File: src/hw/rtl/orb_pkg.sv
// Shared constants, codes and result types for the overwriting sample ring buffer.
// No dependencies; the files that use it refer to it by scoped names.
`default_nettype none

package orb_pkg;

  // Buffer geometry.
  localparam int unsigned DEPTH     = 4096;
  localparam int unsigned MAX_BURST = 64;
  localparam int unsigned ADDR_W    = $clog2(DEPTH);
  localparam int unsigned CNT_W     = $clog2(DEPTH + 1);
  localparam int unsigned SUM_W     = ADDR_W + 1;
  localparam int unsigned SAMPLE_W  = 16;
  localparam int unsigned REQ_W     = 7;
  localparam int unsigned QCNT_W    = 2;

  // Operation codes carried in func.
  localparam logic [1:0] FUNC_WRITE = 2'd0;
  localparam logic [1:0] FUNC_READ  = 2'd1;
  localparam logic [1:0] FUNC_PEEK  = 2'd2;
  localparam logic [1:0] FUNC_CLEAR = 2'd3;

  // Status codes.
  localparam logic STATUS_OK    = 1'b0;
  localparam logic STATUS_EMPTY = 1'b1;

  // One result as delivered on the output channel.
  typedef struct packed {
    logic signed [SAMPLE_W-1:0] sample;
    logic                       sample_valid;
    logic                       last_of_run;
    logic [REQ_W-1:0]           delivered_count;
    logic [CNT_W-1:0]           fill_level;
    logic                       status;
  } result_t;

  // Result in flight while the memory read completes.
  typedef struct packed {
    logic    valid;
    logic    use_ram;
    result_t res;
  } stage_t;

  // Advance a buffer index by one with wraparound.
  function automatic logic [ADDR_W-1:0] wrap_inc(input logic [ADDR_W-1:0] p);
    logic [ADDR_W-1:0] r;
    if (p == ADDR_W'(DEPTH - 1)) begin
      r = '0;
    end else begin
      r = p + ADDR_W'(1);
    end
    return r;
  endfunction

  // Fold a sum below twice the depth back into the index range.
  function automatic logic [ADDR_W-1:0] wrap_fold(input logic [SUM_W-1:0] s);
    logic [SUM_W-1:0] r;
    if (s >= SUM_W'(DEPTH)) begin
      r = s - SUM_W'(DEPTH);
    end else begin
      r = s;
    end
    return r[ADDR_W-1:0];
  endfunction

endpackage

`default_nettype wire

File: src/hw/rtl/orb_outq.sv
// Two-entry result queue that decouples the output channel from the sequencer.
// Depends on orb_pkg for the result type.
`default_nettype none

module orb_outq (
  input  wire logic                        clk,
  input  wire logic                        rst,
  input  wire logic                        push,
  input  wire orb_pkg::result_t            push_data,
  input  wire logic                        pop,
  output orb_pkg::result_t                 head_data,
  output logic [orb_pkg::QCNT_W-1:0]       count
);

  orb_pkg::result_t entries [2];
  logic             head;
  logic             tail;

  // Entry storage; payload needs no reset.
  always_ff @(posedge clk) begin
    if (push) begin
      entries[tail] <= push_data;
    end
  end

  // Pointers and occupancy.
  always_ff @(posedge clk) begin
    if (rst) begin
      head  <= 1'b0;
      tail  <= 1'b0;
      count <= '0;
    end else begin
      if (push) begin
        tail <= ~tail;
      end
      if (pop) begin
        head <= ~head;
      end
      count <= count + orb_pkg::QCNT_W'(push) - orb_pkg::QCNT_W'(pop);
    end
  end

  assign head_data = entries[head];

endmodule

`default_nettype wire

File: config.mk
export PLATFORM = sky130hd
export DESIGN_NAME = orb_outq
export DESIGN_NICKNAME = d
export VERILOG_FILES = /design/src/hw/rtl/orb_pkg.sv /design/src/hw/rtl/orb_outq.sv
export SDC_FILE = /design/constraint.sdc
export NUM_CORES = 1
export LEC_CHECK = 0
export BUFFER_PORTS_ARGS = -buffer_cell sky130_fd_sc_hd__buf_2
export CORE_AREA = 2 2 81 83
export CTS_CLUSTER_SIZE = 25
export DETAILED_ROUTE_END_ITERATION = 12
export DIE_AREA = 0 0 83 85
export PLACE_DENSITY_LB_ADDON = 0.08
export SKIP_CTS_REPAIR_TIMING = 1
export SLEW_MARGIN = 5
export SYNTH_ARGS = -nofsm -noshare
export SYNTH_HDL_FRONTEND = slang
export SYNTH_SLANG_ARGS = --single-unit
File: constraint.sdc
create_clock -name clk -period 3.5 [get_ports clk]
set_clock_uncertainty 0.05 [all_clocks]
set_input_delay 0.7 -clock clk [delete_from_list [all_inputs] [get_ports clk]]
set_output_delay 0.7 -clock clk [all_outputs]
set_load 0.03 [all_outputs]
==> metrics.md, run 1 <==
| Metric | Value |
|---|---|
| Grt total ovfl | `0` |
| Met1 wire length | `1820 µm` |
| Core area | `6200 µm²` |
| Dpl hpwl | `3190 µm` |
| Fmax | `roughly 370 MHz` |
| DR top layer | `met4` |
| DP Area | `3560 µm²` |
| Register-to-Register Path Depth | `1` |
| Critical Path End Type | `primary output` |
| Hold Violations, Final | `0` |
| Per-cell routed wire length | `15.0 µm` |
| Seq/Total Area, Yosys | `0.796` |
| CTS Buf Count | `9` |
| Clock Latency Late Sink | `~330 ps` |
| Vias in the first global route | `1563` |
| Slew @ Worst Pin | `920 ps` |
| Hold depth | `2` |
| DRT Wirelength | `4710 µm` |
| Starting density of the core | `0.494` |
| Min setup slack post-route | `around 810 ps` |
| Yosys reg bits | `83` |
| NetSw | `534 µW` |
| DRC | `0` |
| Fin area | `3750 µm²` |
| Critical path type | `reg -> out` |
| DP Worst Slack | `1140 ps` |
| Pins Over Slew Limit | `0` |
| Metal3 WL | `345 µm` |
| DR iter-0 viols | `100` |
| Boundary Pins | `between 80 and 90` |
| Clk pin slew, worst setup/hold paths | `about 70 ps` |
| Reg2Reg Setup Slack | `1860 ps` |
| Sequential fraction of design power | `0.551` |
| Worst setup SP type | `register` |
| Max Cap Viol | `0` |
| Bufs on Longest Clock Path | `2` |
| Syn-to-layout area delta | `22.2%` |
| Worst rel slew slack | `0.387` |
| Internal power | `1610 µW` |
| Worst path required time | `2750 ps` |
| CP arrival | `1940 ps` |
| Total Die Area | `7060 µm²` |
| Pwr dens | `572 nW/µm²` |
| DRT antenna net count | `0` |
| CTS tree | `built` |
| Pre-Repair DR Iteration Count | `4` |
| Part of the power in combinational logic | `0.153` |
| Vias per inst | `4.78` |
| Die W | `83 µm` |
| Cells after synthesis | `140` |
| GRT Util Overall | `0.142` |
| Die height | `between 80 and 90 µm` |
| Status | `finished, final reports clean` |
| P_leak | `0.00145 µW` |
| Layout cells sized above 1 | `0.595` |
| Largest net degree at the start of global routing | `40` |
| RSZ-0062 raised after global routing | `false` |
| Root Buffer | `clkbuf_8` |
| Met2 routed WL | `2490 µm` |
| Via count | `1501` |
| Syn Area/Cell | `21.9 µm²` |
| Cell Rows | `29` |
| Switching Fraction | `0.249` |
| Clock Power Share | `0.296` |
| HP Class | `reg -> reg` |
| Netlist cell types | `14` |
| Global-route wire length before repair | `7560 µm` |
| Setup_tns | `0 ps` |
| Synthesis Warnings | `0` |
| Crit path time final | `between 2000 and 3000 ps` |
| Placer Congestion | `0.701` |
| Mapped Area | `3070 µm²` |
| IO Port Bufs | `83` |
| # setup viols final | `0` |
| Antenna fix cells | `0` |
| Synth Net Count | `185` |
| Antenna violations before repair | `0` |
| Total power | `2140 µW` |
| Period utilisation layout | `0.768` |
| Max Fanout on Critical Path | `23` |
| Sink Count | `83` |
| Final #Nets | `277` |
| H-tree depth | `3` |
| Max rail drop VDD | `0.000334 V` |
state kept, by name, summed over array words and instances (netlist names), named ones only:
signal	cells
count	2
entries	78
head	1
tail	1
cell usage after synthesis:
cell      number  area (µm²)
edfxtp_1      78        2340
mux2_2        29         327
mux2_4        10         150
dfxtp_1        5         100
nor2_1         4        15.0
buf_4          2        15.0
ha_1           2        25.0
inv_1          2        7.51
nor2b_1        2        12.5
xnor2_1        2        17.5
and2_1         1        6.26
buf_6          1        11.3
buf_8          1        15.0
xnor3_1        1        22.5
worst paths after layout:
| check | end | startpoint |
|---|---|---|
| min reg2reg | head | head |
| max | head_data[12] | register |
| min | head | head |
| max reg2reg | entries[1][25] | tail |
layer usage:
layer	vias up	global-route usage
met2	55	0.241
li1	726	-
met5	-	0
met1	714	0.163
met4	0	0.0715
met3	6	0.0467
metrics by stage:
step | instances | hold slack, ps | util
6_report | 314 | 466 | 0.604
5_1_grt | 314 | 482 | 0.604
4_1_cts | 314 | 475 | 0.604
3_5_place_dp | 298 | 454 | 0.574
3_3_place_gp | 298 | 449 | 0.574
2_1_floorplan | 140 | 430 | -
layout by cell type, fill, tap and decap left out:
master,n
mux2_2,29
buf_4,2
buf_2,83
bufinv_16,1
nor2b_1,1
mux2_4,10
clkinv_2,3
dfxtp_1,4
inv_1,2
and2_2,1
xnor3_1,1
clkbuf_1,1
dfxtp_2,1
edfxtp_1,78
ha_1,2
xnor2_1,2
clkbuf_8,9
nor2_1,4
nor2b_4,1
clkinv_1,1
clkinvlp_4,1
power groups by stage:
stage                     logic [µW]  clock network [µW]  registers, µW
after floorplan                  237                   0           1200
after global placement           326                   0           1200
after detailed placement         333                   0           1210
after CTS                        334                 653           1180
after global routing             351                 699           1190
final                            329                 634           1180
worst max-delay path, cell delays in order, from the launching register on:
cell     delay [ps]
dfxtp_2         620
buf_4           400
mux2_2          390
buf_2           180
final cells by class:
class	count	area [µm²]
fillers	484	2460
flip-flops and latches	83	2440
multi-input cells	51	584
repair buffers	85	430
clock buffers	10	128
well taps	77	96.3
clock inverters	6	56.3
inverters	2	7.51
logic make-up after synthesis:
logic type,Yosys count,synth area share
and+or+nand+nor,7,0.0110
adders and majority gates,2,0.00816
muxes,39,0.155
DFF,83,0.796
buffers and inverters,6,0.0159
xor gates and xnor gates,3,0.0131
Note: power is estimated with default switching activity, not from simulation.
==> inputs of run 2 (changes only) <==
- CORE_AREA: 2 2 81 83 -> 2 2 85 87
- DIE_AREA: 0 0 83 85 -> 0 0 87 89
- clock period: 3.5 -> 2.27 ns (I/O delays scaled with it)
==> run 2 against run 1 <==
Wire length up 2.8%; register-to-register slack got worse by 870 ps; worst setup slack worse by 570 ps; power grew 53%; design area increased by 0.80%; count of clock-buffer cells in the layout fell by 1; hold slack worse by 220 ps; global-route usage fell by 1.5 points; sequential cell count unchanged; sequential power rose by 53%; critical path type unchanged; critical endpoint is now head_data[1]; largest cell class unchanged; largest power group unchanged.
==> metrics.md, run 2 (synthesis results as in run 1) <==
| Metric | Value |
|---|---|
| Status | `finished, final reports clean (unchanged)` |
| Global-route wire length before repair | `7000 µm (was 7560 µm)` |
| Critical Path End Type | `primary output (unchanged)` |
| Fin area | `3780 µm² (was 3750 µm²)` |
| Biggest register | `entries (unchanged)` |
| Final #Nets | `280 (was 277)` |
| Vias in the first global route | `1569 (was 1563)` |
| Syn-to-layout area delta | `23.1% (was 22.2%)` |
| Pwr dens | `866 nW/µm² (was 572 nW/µm²)` |
| Critical path type | `reg -> out (unchanged)` |
| Total power | `3270 µW (was 2140 µW)` |
| DR iter-0 viols | `65 (was 100)` |
| Max rail drop VDD | `0.000419 V (was 0.000334 V)` |
| CTS tree | `built (unchanged)` |
| Switching Fraction | `0.268 (was 0.249)` |
| DRC | `0 (unchanged)` |
| Sequential fraction of design power | `0.553 (was 0.551)` |
| Met2 routed WL | `2590 µm (was 2490 µm)` |
| Setup_tns | `0 ps (unchanged)` |
| Sink Count | `83 (unchanged)` |
| RSZ-0062 raised after global routing | `false (unchanged)` |
| Crit path time final | `between 2000 and 2500 ps` |
| NetSw | `876 µW (was 534 µW)` |
| Clock Power Share | `0.284 (was 0.296)` |
| CP top delay family | `buffers and inverters (was flip-flops)` |
| Cell Rows | `30 (was 29)` |
| Placer Congestion | `0.668 (was 0.701)` |
| Worst setup SP type | `register (unchanged)` |
| Vias per inst | `4.75 (was 4.78)` |
| Max reg flops | `78 (unchanged)` |
| Period utilisation layout | `0.891` |
| Per-cell routed wire length | `15.1 µm (was 15.0 µm)` |
| Starting density of the core | `0.456 (was 0.494)` |
| DRT antenna net count | `0 (unchanged)` |
| Total Die Area | `7740 µm² (was 7060 µm²)` |
| Clk pin slew, worst setup/hold paths | `80 ps (was 70 ps)` |
| Core area | `6720 µm² (was 6200 µm²)` |
| Critical path's slowest cell | `mux2_2 (was dfxtp_2)` |
| Die height | `89 µm (was 85 µm)` |
| # setup viols final | `0 (unchanged)` |
| Post-Route Utilization | `0.562 (was 0.604)` |
| Most frequent cells in the layout | `buf_2, edfxtp_1, mux2_2, mux2_4, clkbuf_8 (unchanged)` |
| Regs by FF count | `entries (78), count (2) (unchanged)` |
| Pins Over Slew Limit | `0 (unchanged)` |
| DRT Wirelength | `4840 µm (was 4710 µm)` |
| CP arrival | `1520 ps (was 1940 ps)` |
| Met1 wire length | `1830 µm (was 1820 µm)` |
| Slew @ Worst Pin | `303 ps (was 920 ps)` |
| DR top layer | `met4 (unchanged)` |
| Metal3 WL | `314 µm (was 345 µm)` |
| Clock Latency Late Sink | `340 ps (was 330 ps)` |
| Max Cap Viol | `0 (unchanged)` |
| Layout Cells excl Fill | `320 (was 314)` |
| GRT Util Overall | `0.127 (was 0.142)` |
| Dpl hpwl | `3320 µm (was 3190 µm)` |
| Bufs on Longest Clock Path | `2 (unchanged)` |
| Pre-Repair DR Iteration Count | `3 (was 4)` |
| Fmax | `494 MHz` |
| H-tree depth | `3 (unchanged)` |
| IO Port Bufs | `83 (unchanged)` |
| Layout cells sized above 1 | `0.608 (was 0.595)` |
| Crit-path cells | `buf_4 -> mux2_2 -> buf_2 (unchanged)` |
| Die W | `87 µm (was 83 µm)` |
| CTS Buf Count | `9 (unchanged)` |
| Root Buffer | `clkbuf_8 (unchanged)` |
| Most common cell after layout, fill and taps aside | `buf_2 (unchanged)` |
| Antenna fix cells | `0 (unchanged)` |
| Via count | `1521 (was 1501)` |
| Max Fanout on Critical Path | `19 (was 23)` |
| CP max stage delay | `380 ps (was 620 ps)` |
| Antenna violations before repair | `0 (unchanged)` |
| Hold Violations, Final | `0 (unchanged)` |
| Worst path required time | `1770 ps (was 2750 ps)` |
| Internal power | `2390 µW (was 1610 µW)` |
| Part of the power in combinational logic | `0.163 (was 0.153)` |
| HP Class | `in -> reg (was reg -> reg)` |
| Largest net degree at the start of global routing | `40 (unchanged)` |
| DP Area | `3600 µm² (was 3560 µm²)` |
| WP buf/inv | `2 (unchanged)` |
| Boundary Pins | `84 (unchanged)` |
| P_leak | `0.00146 µW (was 0.00145 µW)` |
| Cells after DPL | `304 (was 298)` |
| Worst rel slew slack | `0.798 (was 0.387)` |
| Grt total ovfl | `0 (unchanged)` |
==> run 2: per-stage QoR <==
stage / hold WS (ps) / setup slack [ps]
2_1_floorplan: 430 / 305
3_3_place_gp: 450 / 616
3_5_place_dp: 468 / 592
4_1_cts: 229 / 206
5_1_grt: 225 / 169
6_report: 245 / 247
==> run 2: power groups by stage <==
stage / Sequential (µW) / Clock [µW] / Combinational [µW]
after floorplan: 1860 / 0 / 366
after global placement: 1840 / 0 / 528
after detailed placement: 1840 / 0 / 543
after CTS: 1810 / 960 / 544
after global routing: 1820 / 1030 / 565
final: 1810 / 930 / 533
==> run 2: area by class of cell <==
class,count,area [µm²]
clock buffers,9,124
clock inverters,7,51.3
fillers,556,2940
inverters,2,7.51
multi-input cells,51,584
flip-flops and latches,83,2440
well taps,80,100
repair buffers,88,465
==> run 2: metal layers <==
layer | vias up | track usage
li1 | 734 | -
met1 | 723 | 0.125
met2 | 54 | 0.226
met3 | 10 | 0.0517
met4 | 0 | 0.0724
met5 | - | 0
==> run 2: worst register-to-register path, cell delays in order, from the launching register on <==
cell	delay, ps
dfxtp_1	340
inv_1	40
ha_1	260
inv_1	60
ha_1	150
xnor3_1	220
nor2_1	110
==> run 2: path summary, 6_finish.rpt <==
path	start	end	slack [ps]	cells after the start
worst min-delay path	push_data[37]	entries[0][37]	240	1
worst max-delay path	register	head_data[1]	250	3
worst max register to register	count[0]	count[1]	990	6
worst min register to register	head	register	480	2
