===== src/hw/rtl/orb_pkg.sv =====
// Shared constants, codes and result types for the overwriting sample ring buffer.
// No dependencies; the files that use it refer to it by scoped names.
`default_nettype none

package orb_pkg;

  // Buffer geometry.
  localparam int unsigned DEPTH     = 4096;
  localparam int unsigned MAX_BURST = 64;
  localparam int unsigned ADDR_W    = $clog2(DEPTH);
  localparam int unsigned CNT_W     = $clog2(DEPTH + 1);
  localparam int unsigned SUM_W     = ADDR_W + 1;
  localparam int unsigned SAMPLE_W  = 16;
  localparam int unsigned REQ_W     = 7;
  localparam int unsigned QCNT_W    = 2;

  // Operation codes carried in func.
  localparam logic [1:0] FUNC_WRITE = 2'd0;
  localparam logic [1:0] FUNC_READ  = 2'd1;
  localparam logic [1:0] FUNC_PEEK  = 2'd2;
  localparam logic [1:0] FUNC_CLEAR = 2'd3;

  // Status codes.
  localparam logic STATUS_OK    = 1'b0;
  localparam logic STATUS_EMPTY = 1'b1;

  // One result as delivered on the output channel.
  typedef struct packed {
    logic signed [SAMPLE_W-1:0] sample;
    logic                       sample_valid;
    logic                       last_of_run;
    logic [REQ_W-1:0]           delivered_count;
    logic [CNT_W-1:0]           fill_level;
    logic                       status;
  } result_t;

  // Result in flight while the memory read completes.
  typedef struct packed {
    logic    valid;
    logic    use_ram;
    result_t res;
  } stage_t;

  // Advance a buffer index by one with wraparound.
  function automatic logic [ADDR_W-1:0] wrap_inc(input logic [ADDR_W-1:0] p);
    logic [ADDR_W-1:0] r;
    if (p == ADDR_W'(DEPTH - 1)) begin
      r = '0;
    end else begin
      r = p + ADDR_W'(1);
    end
    return r;
  endfunction

  // Fold a sum below twice the depth back into the index range.
  function automatic logic [ADDR_W-1:0] wrap_fold(input logic [SUM_W-1:0] s);
    logic [SUM_W-1:0] r;
    if (s >= SUM_W'(DEPTH)) begin
      r = s - SUM_W'(DEPTH);
    end else begin
      r = s;
    end
    return r[ADDR_W-1:0];
  endfunction

endpackage

`default_nettype wire


===== src/hw/rtl/orb_ctrl.sv =====
// Sequencer for the ring buffer: pointers, fill count, burst reads and result staging.
// Depends on orb_pkg; drives the ports of the sample RAM.
`default_nettype none

module orb_ctrl (
  input  wire logic                           clk,
  input  wire logic                           rst,
  input  wire logic                           in_valid,
  output logic                                in_stall,
  input  wire logic [1:0]                     func,
  input  wire logic [orb_pkg::SAMPLE_W-1:0]   sample_in,
  input  wire logic [orb_pkg::REQ_W-1:0]      request_count,
  input  wire logic [orb_pkg::QCNT_W-1:0]     q_count,
  input  wire logic                           q_pop,
  output logic                                ram_we,
  output logic [orb_pkg::ADDR_W-1:0]          ram_waddr,
  output logic [orb_pkg::SAMPLE_W-1:0]        ram_wdata,
  output logic                                ram_re,
  output logic [orb_pkg::ADDR_W-1:0]          ram_raddr,
  output orb_pkg::stage_t                     stage
);

  localparam logic ST_IDLE  = 1'b0;
  localparam logic ST_BURST = 1'b1;

  logic                         state;
  logic                         state_next;
  logic [orb_pkg::ADDR_W-1:0]   write_pointer;
  logic [orb_pkg::ADDR_W-1:0]   write_pointer_next;
  logic [orb_pkg::ADDR_W-1:0]   read_pointer;
  logic [orb_pkg::ADDR_W-1:0]   read_pointer_next;
  logic [orb_pkg::CNT_W-1:0]    stored_count;
  logic [orb_pkg::CNT_W-1:0]    stored_count_next;
  logic [orb_pkg::ADDR_W-1:0]   burst_addr;
  logic [orb_pkg::ADDR_W-1:0]   burst_addr_next;
  logic [orb_pkg::REQ_W-1:0]    burst_left;
  logic [orb_pkg::REQ_W-1:0]    burst_left_next;
  logic [orb_pkg::REQ_W-1:0]    burst_total;
  logic [orb_pkg::REQ_W-1:0]    burst_total_next;
  orb_pkg::stage_t              stage_next;

  logic [2:0]                   occupancy;
  logic                         credit_ok;
  logic                         accept;
  logic [orb_pkg::CNT_W-1:0]    clamp_wide;
  logic [orb_pkg::REQ_W-1:0]    clamp_n;

  // A new result may enter the pipe only if the queue can still hold it when it lands.
  assign occupancy = {1'b0, q_count} + {2'b00, stage.valid} - {2'b00, q_pop};
  assign credit_ok = (occupancy <= 3'd1);
  assign in_stall  = !((state == ST_IDLE) && credit_ok);
  assign accept    = in_valid && !in_stall;

  // Request clamped to the fill level and to the burst limit.
  always_comb begin
    clamp_wide = orb_pkg::CNT_W'(request_count);
    if (clamp_wide > stored_count) begin
      clamp_wide = stored_count;
    end
    if (clamp_wide > orb_pkg::CNT_W'(orb_pkg::MAX_BURST)) begin
      clamp_wide = orb_pkg::CNT_W'(orb_pkg::MAX_BURST);
    end
    clamp_n = clamp_wide[orb_pkg::REQ_W-1:0];
  end

  // Writes land only while idle and reads only during a burst, so the two ports
  // never touch the same entry in one cycle and no forwarding is needed.
  assign ram_we    = accept && (func == orb_pkg::FUNC_WRITE);
  assign ram_waddr = write_pointer;
  assign ram_wdata = sample_in;
  assign ram_re    = (state == ST_BURST) && credit_ok;
  assign ram_raddr = burst_addr;

  // Next-state logic for the operations and the burst sequencer.
  always_comb begin
    state_next                       = state;
    write_pointer_next               = write_pointer;
    read_pointer_next                = read_pointer;
    stored_count_next                = stored_count;
    burst_addr_next                  = burst_addr;
    burst_left_next                  = burst_left;
    burst_total_next                 = burst_total;
    stage_next                       = stage;
    stage_next.valid                 = 1'b0;
    stage_next.use_ram               = 1'b0;
    stage_next.res.sample            = '0;
    stage_next.res.sample_valid      = 1'b0;
    stage_next.res.last_of_run       = 1'b1;
    stage_next.res.delivered_count   = '0;
    stage_next.res.status            = orb_pkg::STATUS_OK;

    case (state)
      ST_IDLE: begin
        if (accept) begin
          stage_next.valid          = 1'b1;
          stage_next.res.fill_level = stored_count;
          case (func)
            orb_pkg::FUNC_WRITE: begin
              write_pointer_next = orb_pkg::wrap_inc(write_pointer);
              if (stored_count < orb_pkg::CNT_W'(orb_pkg::DEPTH)) begin
                stored_count_next = stored_count + orb_pkg::CNT_W'(1);
              end else begin
                read_pointer_next = orb_pkg::wrap_inc(read_pointer);
              end
              stage_next.res.fill_level = stored_count_next;
            end
            orb_pkg::FUNC_READ: begin
              if (clamp_n != '0) begin
                stage_next.valid  = 1'b0;
                stored_count_next = stored_count - orb_pkg::CNT_W'(clamp_n);
                read_pointer_next = orb_pkg::wrap_fold(
                  orb_pkg::SUM_W'(read_pointer) + orb_pkg::SUM_W'(clamp_n));
                burst_addr_next   = read_pointer;
                burst_left_next   = clamp_n;
                burst_total_next  = clamp_n;
                state_next        = ST_BURST;
              end
            end
            orb_pkg::FUNC_PEEK: begin
              if (stored_count == '0) begin
                stage_next.res.status = orb_pkg::STATUS_EMPTY;
              end else if (clamp_n != '0) begin
                stage_next.valid = 1'b0;
                burst_addr_next  = orb_pkg::wrap_fold(
                  orb_pkg::SUM_W'(write_pointer) + orb_pkg::SUM_W'(orb_pkg::DEPTH)
                  - orb_pkg::SUM_W'(clamp_n));
                burst_left_next  = clamp_n;
                burst_total_next = clamp_n;
                state_next       = ST_BURST;
              end
            end
            default: begin
              write_pointer_next        = '0;
              read_pointer_next         = '0;
              stored_count_next         = '0;
              stage_next.res.fill_level = '0;
            end
          endcase
        end
      end
      ST_BURST: begin
        // One memory read per cycle while the queue has room.
        if (credit_ok) begin
          stage_next.valid               = 1'b1;
          stage_next.use_ram             = 1'b1;
          stage_next.res.sample_valid    = 1'b1;
          stage_next.res.last_of_run     = (burst_left == orb_pkg::REQ_W'(1));
          stage_next.res.delivered_count = burst_total;
          stage_next.res.fill_level      = stored_count;
          burst_addr_next                = orb_pkg::wrap_inc(burst_addr);
          burst_left_next                = burst_left - orb_pkg::REQ_W'(1);
          if (burst_left == orb_pkg::REQ_W'(1)) begin
            state_next = ST_IDLE;
          end
        end
      end
      default: begin
        state_next = ST_IDLE;
      end
    endcase
  end

  // Control registers and the staged result.
  always_ff @(posedge clk) begin
    if (rst) begin
      state         <= ST_IDLE;
      write_pointer <= '0;
      read_pointer  <= '0;
      stored_count  <= '0;
      stage.valid   <= 1'b0;
    end else begin
      state         <= state_next;
      write_pointer <= write_pointer_next;
      read_pointer  <= read_pointer_next;
      stored_count  <= stored_count_next;
      stage         <= stage_next;
    end
  end

  // Burst bookkeeping.
  always_ff @(posedge clk) begin
    burst_addr    <= burst_addr_next;
    burst_left    <= burst_left_next;
    burst_total   <= burst_total_next;
  end

endmodule

`default_nettype wire


===== config.mk =====
export PLATFORM = sky130hd
export DESIGN_NAME = orb_ctrl
export DESIGN_NICKNAME = d
export VERILOG_FILES = /design/src/hw/rtl/orb_pkg.sv /design/src/hw/rtl/orb_ctrl.sv
export SDC_FILE = /design/constraint.sdc
export NUM_CORES = 1
export LEC_CHECK = 0
export BUFFER_PORTS_ARGS = -buffer_cell sky130_fd_sc_hd__buf_4
export CAP_MARGIN = 20
export CORE_ASPECT_RATIO = 2
export CORE_MARGIN = 2
export CORE_UTILIZATION = 40
export CTS_BUF_LIST = sky130_fd_sc_hd__clkbuf_8
export DETAILED_ROUTE_END_ITERATION = 8
export HOLD_SLACK_MARGIN = 0.1
export PLACE_DENSITY = 0.68
export SETUP_SLACK_MARGIN = 0.1
export SYNTH_ARGS = -nofsm -noshare
export SYNTH_HDL_FRONTEND = slang
export SYNTH_SLANG_ARGS = --single-unit

===== constraint.sdc =====
create_clock -name clk -period 11.3 [get_ports clk]
set_clock_uncertainty 0.15 [all_clocks]
set_input_delay 0.565 -clock clk [delete_from_list [all_inputs] [get_ports clk]]
set_output_delay 0.565 -clock clk [all_outputs]
set_load 0.02 [all_outputs]

==> metrics.yaml, run 1 <==
ys_async_sr_fraction: 0
p_int_uw: 619
max-clock-path-buffers: 2
rrSetupSlack_ps: 6540
grt.total_usage: 0.227
busiest_layer: "met2"
crit_path_start: "stored_count[3]"
drc: 0
ios: 115
clkPwrFrac: 0.295
path_cells: "inv_1 -> ha_1 -> and3_1 -> o21ai_0 -> a211o_1 -> mux2i_4 -> a21o_1 -> inv_1 -> fa_1 -> a211oi_1 -> o21bai_1 -> a211oi_1 -> a211oi_1 -> and3_1 -> o32ai_1"
yosysTopAreaCellShare: 0.214
placed_area_um2: 7270
place_hpwl_um: 15900
ys_warn_count: 0
hold_buffers: 0
dr.pass1.iters: 5
path_max_fanout: 10
worst_path_most_repeated_cell: "a211oi_1"
dr_total_vias: 6181
netlist_instances: 773
synth_area_leader_cell: "edfxtp_1"
drive_gt1_frac: 0.146
p_switching_uw: 343
wl_per_cell_um: 20.6
die_w_um: 96.7
grt_pass1_vias: 6043
dieArea_um2: 18300
r2r-start: "stored_count[3]"
synth_edf_count: 49
post_cts_resized: 0
cpPeakStageDelay_ps: 580
synth_common_cells: "nand2_1, nor2_1, edfxtp_1"
drtAntennaViolNets: 0
clockRootBuffer: "clkbuf_8"
peakVddDrop_mv: 0.0895
cpMaxStageDelayCell: "dfxtp_1"
hold_viol_final: 0
globalplace.congestion: 0.951
cts.htree.levels: 3
grt_start_max_net_pins: 51
powerDensity_nw_per_um2: 128
max_cap_violations: 0
worstPathArrival_ps: 4910
nets: 882
crit_required_ps: 11450
antenna_found_initial: 0
grt.met2_usage: 0.414
postCtsSetupBuffers: 0
rsz0062_at_grt: "false"
syn_to_final_growth_pct: 9.57
grt_pass1_wl_um: 32700
grt_overflow_total: 0
ys_ff_latch: 88
period_share: 0.421
fin_tns_setup_ps: 0
synth_area_per_cell_um2: 8.90
status: "finished, final reports clean"
endpoint: "read_pointer[10]"
synth_area_leaders: "edfxtp_1, dfxtp_1, ha_1"
swShare: 0.356
port_buffers: 66
wl_um: 20900
yosysUniqueCellTypes: 79
numCtsBuffers: 9
worstSetupEndpointType: "flop"
setup_viol: 0
sequentialPowerShare: 0.383
r2r-end: "read_pointer[10]"
use_met3: 0.0251
core.rowCount: 67
hold_slack_ps: 393
start_util: 0.410
r2r.worst_path.cells: 15
max-slew-margin-rel: 0.337
utilization: 0.449
use_met1: 0.232
slew_viol_final: 0
clock-sinks: 88
finalWorstSetupSlack_ps: 6540
syn_area_um2: 6880
power_frac_comb: 0.322
via_per_inst: 6.07
core-area_um2: 16800
p_leak_nw: 2.89
cp-start-kind: "flop"
synth_seq_area_share: 0.328
die_h_um: 189
min_period_ps: 4760
fin_area_um2: 7530
drt_iter0_drc: 426
hold_class: "flop to flop"
cts_tree: "yes"
clk_latency_ps: 390
place_ws_ps: 6590
synthMostInstantiatedCell: "nand2_1"
fill_cells: 1671
cts.clk_slew.worst_paths_ps: 110
synth_ff_type: "edfxtp_1"
worstMarginPinSlew_ps: 986
critPathKind: "flop to flop"
fmax_ghz: 0.210
-- per-layer routing --
layer	up-vias	wire [µm]	share of wire
met4	0	1690	0.081
met1	2918	7050	0.34
met5	-	0	0
met3	97	1130	0.054
li1	2871	-	-
met2	295	11100	0.53
-- power by group through the flow --
stage / Combinational [mW] / Clock [mW] / Sequential (mW)
after floorplan: 0.239 / 0 / 0.374
after global placement: 0.304 / 0 / 0.375
after detailed placement: 0.306 / 0 / 0.375
after CTS: 0.307 / 0.284 / 0.368
after global routing: 0.338 / 0.297 / 0.369
final: 0.310 / 0.284 / 0.368
-- sequential cells by signal (all words and copies together), names as in the netlist --
name,count
read_pointer,12
burst_left,7
ram_raddr,12
burst_total,7
stage,24
stored_count,13
ram_waddr,12
state,1
-- stage by stage --
stage,power [mW],instances
floorplan,0.613,788
global placement,0.678,999
detailed placement,0.681,999
CTS,0.958,1015
global route,1.00,1017
finish,0.962,1018
-- cells in the final DEF (no fill, tap or decap), types with 11 or more instances in the layout --
| cell | n |
|---|---|
| nand2_1 | 73 |
| buf_4 | 72 |
| nor2_1 | 61 |
| edfxtp_1 | 49 |
| ha_1 | 42 |
| o21ai_0 | 40 |
| dfxtp_1 | 39 |
| inv_1 | 38 |
| a21oi_1 | 38 |
| xnor2_1 | 23 |
| xor2_1 | 22 |
| nor3_1 | 21 |
| nand3_1 | 21 |
| a21o_1 | 18 |
| and3_1 | 17 |
| nand4_1 | 16 |
| conb_1 | 16 |
| o31ai_1 | 13 |
| a211oi_1 | 11 |
-- layout make-up --
| type | count | area [µm²] | share of cell area |
|---|---|---|---|
| diodes | 1 | 2.50 | 0.000332 |
| flip-flops and latches | 88 | 2250 | 0.299 |
| well taps | 207 | 259 | 0.0344 |
| clock inverters | 7 | 128 | 0.0169 |
| clock buffers | 9 | 124 | 0.0164 |
| repair buffers | 73 | 546 | 0.0724 |
| multi-input cells | 593 | 4070 | 0.541 |
| inverters | 40 | 150 | 0.0199 |
-- worst max-delay path: cells and delay by family, from the launching register on --
family | cells | cell delay, ps
DFF | 1 | 580
and+or+nand+nor | 2 | 380
buffers and inverters | 2 | 280
AOI/OAI and AO/OA | 8 | 2110
adders and majority gates | 2 | 800
muxes | 1 | 370
-- logic make-up (layout without fill, tap and decap cells) --
logic type	Yosys count	after routing	share of synthesized area
flip-flops	88	88	0.328
buffers and inverters	107	129	0.0897
AO/OA/AOI/OAI	205	205	0.208
other	1	17	0.000545
AND/OR/NAND/NOR	269	269	0.208
XOR/XNOR	46	46	0.0597
adder cells (fa/ha/maj)	46	46	0.0881
multiplexers	11	11	0.0182
-- worst min path at each step --
stage	cells after the start	to	start	slack [ps]
6_report	2	read_pointer[7]	read_pointer[7]	390
5_1_grt	2	read_pointer[7]	read_pointer[7]	430
4_1_cts	2	read_pointer[7]	read_pointer[7]	390
3_5_place_dp	2	read_pointer[7]	read_pointer[7]	380
3_3_place_gp	1	stage[18]	burst_total[4]	380
2_1_floorplan	2	read_pointer[7]	read_pointer[7]	320
(Power assumes the default switching activity.)
==> run 2: changes to the inputs <==
- ABC_AREA: not set -> 1
- clock period: 11.3 -> 4.45 ns (I/O delays scaled with it)
==> run 2 against run 1 <==
Clock-buffer cell count up 1. Via count is 3.2% higher. Final area decreased by 1.0%. Cell count up 17%. Sequential cell count is the same. Global-route usage about the same. Sequential power grew to 2.6 times the previous value. Core utilization grew 0.91 points. Largest cell class unchanged.
==> metrics.yaml, run 2 <==
ios: 115  # unchanged
synth_common_cells: "nand2_1, inv_1, nor2_1"
setup_viol: 0  # unchanged
grt_pass1_vias: 6188  # +2.4%
peakVddDrop_mv: 0.168  # +88%
synthMuxAreaShare: 0.00151  # -0.0167
via_per_inst: 5.37  # -12%
worstSetupEndpointType: "flop"
synth_xor_area_frac: 0.0264  # -0.0333
core-area_um2: 16300  # -3.0%
slew_viol_final: 0  # unchanged
ys_warn_count: 0  # unchanged
rsz0062_at_grt: "true"
synth_edf_count: 49  # unchanged
ys_async_sr_fraction: 0  # unchanged
m1WireLength_um: 6630  # -6.0%
fin_tns_setup_ps: 0  # unchanged
worstPathArrival_ps: 4100  # -810 ps
fill_cells: 1674  # +0.18%
max-clock-path-buffers: 2  # unchanged
nets: 1056  # +20%
cpPeakStageDelay_ps: 400  # -180 ps
syn_area_um2: 6640  # -3.5%
grt.total_usage: 0.227  # about the same
dp.cells: 1171  # +17%
place_hpwl_um: 15300  # -4.1%
yosysTopAreaCellShare: 0.222  # +0.00770
cp_top_family: "simple AND/OR/NAND/NOR gates"
wl_um: 19500  # -6.7%
dr_total_vias: 6378  # +3.2%
synth_area_per_cell_um2: 7.20  # -19%
cts.htree.levels: 3  # unchanged
globalplace.congestion: 0.944  # -0.75%
cts.clk_slew.worst_paths_ps: 100  # about the same
synthMostInstantiatedCell: "nand2_1"
wl_met3_um: 842  # -26%
hold_class: "primary input to flop"
largest_register_ffs: 24  # unchanged
synth_top_family_by_area: "simple AND/OR/NAND/NOR gates"
max-slew-margin-rel: 0.405  # +0.0677
port_buffers: 66  # unchanged
clockRootBuffer: "clkbuf_8"
synthAdderAreaFrac: 0.0912  # +0.00317
min_period_ps: 3950  # -809 ps
drtAntennaViolNets: 0  # unchanged
synth_compound_area_frac: 0.152  # -0.0566
fin_cells: 1188  # +17%
clk_latency_ps: 390  # about the same
syn_to_final_growth_pct: 12.4
antenna_found_initial: 0  # unchanged
power.total_mw: 2.37  # +150%
placed_area_um2: 7230  # -0.57%
layout_common_cells: "nand2_1, inv_1, nor2_1"
antennaDiodeCount: 0  # -1
grt_start_max_net_pins: 27  # -47%
critPathKind: "flop to flop"
yosysUniqueCellTypes: 50  # -37%
cp-start-kind: "flop"
worst_path_most_repeated_cell: "nand2_1"
ys_ff_latch: 88  # unchanged
path_max_fanout: 9  # -1
die_h_um: 186  # -1.7%
path_buf_inv: 3  # +1
largest-register: "stage"
drive_gt1_frac: 0.140  # -0.00544
crit_required_ps: 4600  # -6850 ps
grt_overflow_total: 0  # unchanged
drc: 0  # unchanged
worstMarginPinSlew_ps: 887  # -98.8 ps
clock-sinks: 88  # unchanged
synth_area_leaders: "edfxtp_1, dfxtp_1, nand2_1"
cpMaxStageDelayCell: "dfxtp_2"
period_share: 0.887  # +0.466
netlist_instances: 922  # +19%
cts_tree: "yes"
final_common_cell: "nand2_1"
dieArea_um2: 17700  # -3.4%
grt_pass1_wl_um: 30400  # -7.2%
place_ws_ps: 142  # -6450 ps
status: "finished, final reports clean"
drt_iter0_drc: 328  # -23%
synth_area_leader_cell: "edfxtp_1"
synthSimpleGateAreaFrac: 0.265  # +0.0569
core.rowCount: 66  # -1.5%
numCtsBuffers: 9  # unchanged
hold_viol_final: 0  # unchanged
powerDensity_nw_per_um2: 318  # +150%
wl_per_cell_um: 16.5  # -20%
dr_wl_met2_um: 10500  # -5.1%
p_leak_nw: 3.31  # +15%
fin_area_um2: 7460  # -1.0%
highest_layer: "met4"
dr.pass1.iters: 4  # -1
finalWorstSetupSlack_ps: 504  # -6040 ps
synth_seq_area_share: 0.339  # +0.0118
max_cap_violations: 0  # unchanged
synth_ff_type: "edfxtp_1"
top_regs: "stage: 24 flops, stored_count: 13 flops"
start_util: 0.408  # -0.00214
fmax_ghz: 0.253  # +21%
die_w_um: 95.1  # -1.7%
## run 2: logic make-up (layout without fill, tap and decap cells)
kind of cell	after synthesis	count (layout)
flip-flops	88	88
buffers and inverters	178	225
AO/OA/AOI/OAI	186	186
adder cells (fa/ha/maj)	46	46
XOR/XNOR	20	20
other	1	16
multiplexers	1	1
AND/OR/NAND/NOR	402	402
## run 2: timing repair
action                                  4_1_cts  5_1_grt
buffers inserted                              0        0
endpoints found under the hold margin        12        0
endpoints found under the setup margin        1       16
cloned                                        0        0
gates resized for setup                       1       17
pin swaps                                     0        0
hold buffers                                  1        0
## run 2: final timing paths
path / startpoint / end / slack, ps / cells after the start
worst min-delay path: q_count[1] / stage[39] / 200 / 6
worst max register to register: stored_count[2] / read_pointer[11] / 500 / 29
worst min register to register: stored_count[6] / stored_count[6] / 360 / 2
worst max-delay path: stored_count[2] / read_pointer[11] / 500 / 29
## run 2: metrics by stage
stage,utilization,hold WS [ps]
6_report,0.459,203
4_1_cts,0.456,204
3_3_place_gp,0.444,295
5_1_grt,0.459,249
2_1_floorplan,-,142
3_5_place_dp,0.444,295
## run 2: layout make-up
type,count,area [µm²],area share
Clock buffer,10,138,0.0185
Timing Repair Buffer,87,656,0.0879
Tap cell,204,255,0.0342
Sequential cell,88,2250,0.302
Clock inverter,6,43.8,0.00587
Inverter,122,460,0.0617
Multi-Input combinational cell,671,3650,0.490
## run 2: per-layer routing
metal  vias up  track usage
li1       3131            -
met1      2942        0.214
met2       217        0.416
met3        88       0.0342
met4         0        0.188
met5         -            0
## run 2: power by group
| part | leakage, nW | total (mW) | switching [mW] | internal (mW) |
|---|---|---|---|---|
| sequential | 0.777 | 0.946 | 0.0368 | 0.909 |
| combinational | 2.45 | 0.877 | 0.570 | 0.307 |
| clock | 0.0863 | 0.545 | 0.326 | 0.219 |
| total | 3.31 | 2.37 | 0.933 | 1.44 |
## run 2: worst min-delay path: cells and delay by family
family	cells	cell delay, ps
AND/OR/NAND/NOR	4	200
buffers and inverters	2	170
==> run 3: changes to the inputs <==
- REMOVE_ABC_BUFFERS: not set -> 1
- TNS_END_PERCENT: not set -> 5
==> run 3 against run 2 <==
Register-to-register slack got worse by 190 ps. Sequential share of layout area is 0.29 points lower. Die area unchanged. Global-route usage is 1.1 points higher.
==> metrics.yaml, run 3 (synthesized netlist as in run 2, its figures left out) <==
globalplace.congestion: 0.967  # +2.4%
grt_start_max_net_pins: 27  # unchanged
p_leak_nw: 3.34  # +0.88%
drive_gt1_frac: 0.145  # +0.00492
cts_tree: "yes"
use_met1: 0.223  # +0.00886
place_ws_ps: 181  # +39.4 ps
hold_class: "primary input to flop"
min_to: "stage[39]"
largest-register: "stage"
clock-sinks: 88  # unchanged
hold_viol_final: 0  # unchanged
power.total_mw: 2.39  # +1.1%
drtAntennaViolNets: 0  # unchanged
rsz0062_at_grt: "true"
dieArea_um2: 17700  # unchanged
cts.clk_slew.worst_paths_ps: 100  # about the same
crit_required_ps: 4450  # -150 ps
clk_latency_ps: 400  # about the same
powerDensity_nw_per_um2: 318  # +0.18%
numCtsBuffers: 9  # unchanged
drc: 0  # unchanged
antennaDiodeCount: 0  # unchanged
wl_um: 20600  # +5.4%
grt_pass1_vias: 6295  # +1.7%
utilization: 0.463  # +0.00415
final_common_cell: "nand2_1"
port_buffers: 66  # unchanged
max_cap_violations: 0  # unchanged
largest_register_ffs: 24  # unchanged
core-area_um2: 16300  # unchanged
use_met3: 0.0431  # +0.00886
dr.pass1.iters: 6  # +2
min_period_ps: 4140  # +194 ps
status: "finished, final reports clean"
layout_common_cells: "nand2_1, inv_1, nor2_1"
grt_pass1_wl_um: 31700  # +4.2%
min_from: "q_count[1]"
r2r.worst_path.cells: 25  # -14%
worstMarginPinSlew_ps: 988  # +101 ps
r2r-end: "ram_raddr[10]"
max-clock-path-buffers: 2  # unchanged
crit_path_start: "stored_count[3]"
core.rowCount: 66  # unchanged
syn_to_final_growth_pct: 13.4
via_per_inst: 5.43  # +1.1%
ios: 115  # unchanged
slew_viol_final: 0  # unchanged
peakVddDrop_mv: 0.163  # -2.9%
worstSetupEndpointType: "flop"
fmax_ghz: 0.242  # -4.7%
busiest_layer: "met2"
dr_total_vias: 6490  # +1.8%
antenna_found_initial: 0  # unchanged
cts.htree.levels: 3  # unchanged
grt_overflow_total: 0  # unchanged
worstPathArrival_ps: 4140  # +40 ps
die_w_um: 95.1  # unchanged
cpPeakStageDelay_ps: 390  # about the same
grt.total_usage: 0.238  # +0.0112
setup_viol: 0  # unchanged
path_buf_inv: 3  # unchanged
max-slew-margin-rel: 0.337  # -0.0676
fin_tns_setup_ps: 0  # unchanged
finalWorstSetupSlack_ps: 310  # -194 ps
critPathKind: "flop to flop"
grt.met2_usage: 0.447  # +0.0304
place_hpwl_um: 16000  # +4.8%
nets: 1064  # +0.76%
die_h_um: 186  # unchanged
period_share: 0.930  # +0.0436
cp-start-kind: "flop"
r2r-start: "stored_count[3]"
wl_per_cell_um: 17.2  # +4.7%
whs_path_depth: 6  # unchanged
clockRootBuffer: "clkbuf_8"
drt_iter0_drc: 353  # +7.6%
worst_path_most_repeated_cell: "nand2_1"
top_regs: "stage: 24 flops, stored_count: 13 flops"
fill_cells: 1645  # -1.7%
path_max_fanout: 7  # -2
rrSetupSlack_ps: 310  # -190 ps
cpMaxStageDelayCell: "fa_1"
cp_top_family: "simple AND/OR/NAND/NOR gates"
start_util: 0.408  # unchanged
[run 3: worst register-to-register path, stage by stage, from the launching register on]
cell,delay (ps)
dfxtp_2,380
inv_1,90
ha_1,280
nand2_1,60
nor2_1,180
nand2_1,80
nand3_1,70
nand2_1,80
nand2_4,100
nand3_1,120
nand2_4,190
nand2_1,130
inv_1,190
ha_1,190
inv_1,60
fa_1,390
nand3_1,90
nand3_1,110
a21oi_1,150
nor2_1,60
o21ai_1,200
nand2_1,140
o21ai_0,180
nand3_1,90
o211ai_1,100
nand2_1,70
[run 3: final cells by class]
class                   instances  area [µm²]  area share
clock buffers                   9         124      0.0165
multi-input cells             671        3660       0.487
clock inverters                 7        55.1     0.00731
inverters                     122         460      0.0612
repair buffers                 95         716      0.0951
well taps                     204         255      0.0339
flip-flops and latches         88        2250       0.299
[run 3: timing repair]
action	in CTS	in global routing
gates resized for setup	1	12
buffers inserted	0	0
endpoints found under the setup margin	1	13
hold buffers	1	0
endpoints found under the hold margin	12	0
[run 3: power by group]
group	switching, mW	internal [mW]	leakage [nW]	total, mW
Sequential	0.0324	0.909	0.776	0.941
Combinational	0.582	0.328	2.48	0.910
Clock	0.335	0.209	0.0818	0.543
[run 3: how the worst max path moves through the flow]
stage	slack, ps	to	depth (start not counted)
3_3_place_gp	270	ram_raddr[10]	25
4_1_cts	210	ram_raddr[10]	25
2_1_floorplan	520	ram_raddr[11]	27
3_5_place_dp	180	ram_raddr[9]	28
5_1_grt	40	ram_raddr[9]	28
6_report	310	ram_raddr[10]	25
[run 3: per-layer routing]
layer	vias to the layer above	routed length [µm]
met5	-	0
met4	0	1470
met3	80	873
met2	250	11200
met1	3009	7050
li1	3151	-
[run 3: through the flow]
step           instances  instance area (µm²)  hold WS (ps)
2_1_floorplan        881                 6330           142
3_3_place_gp        1178                 7280           295
6_report            1196                 7530           232
4_1_cts             1195                 7470           206
3_5_place_dp        1178                 7280           295
5_1_grt             1196                 7530           258
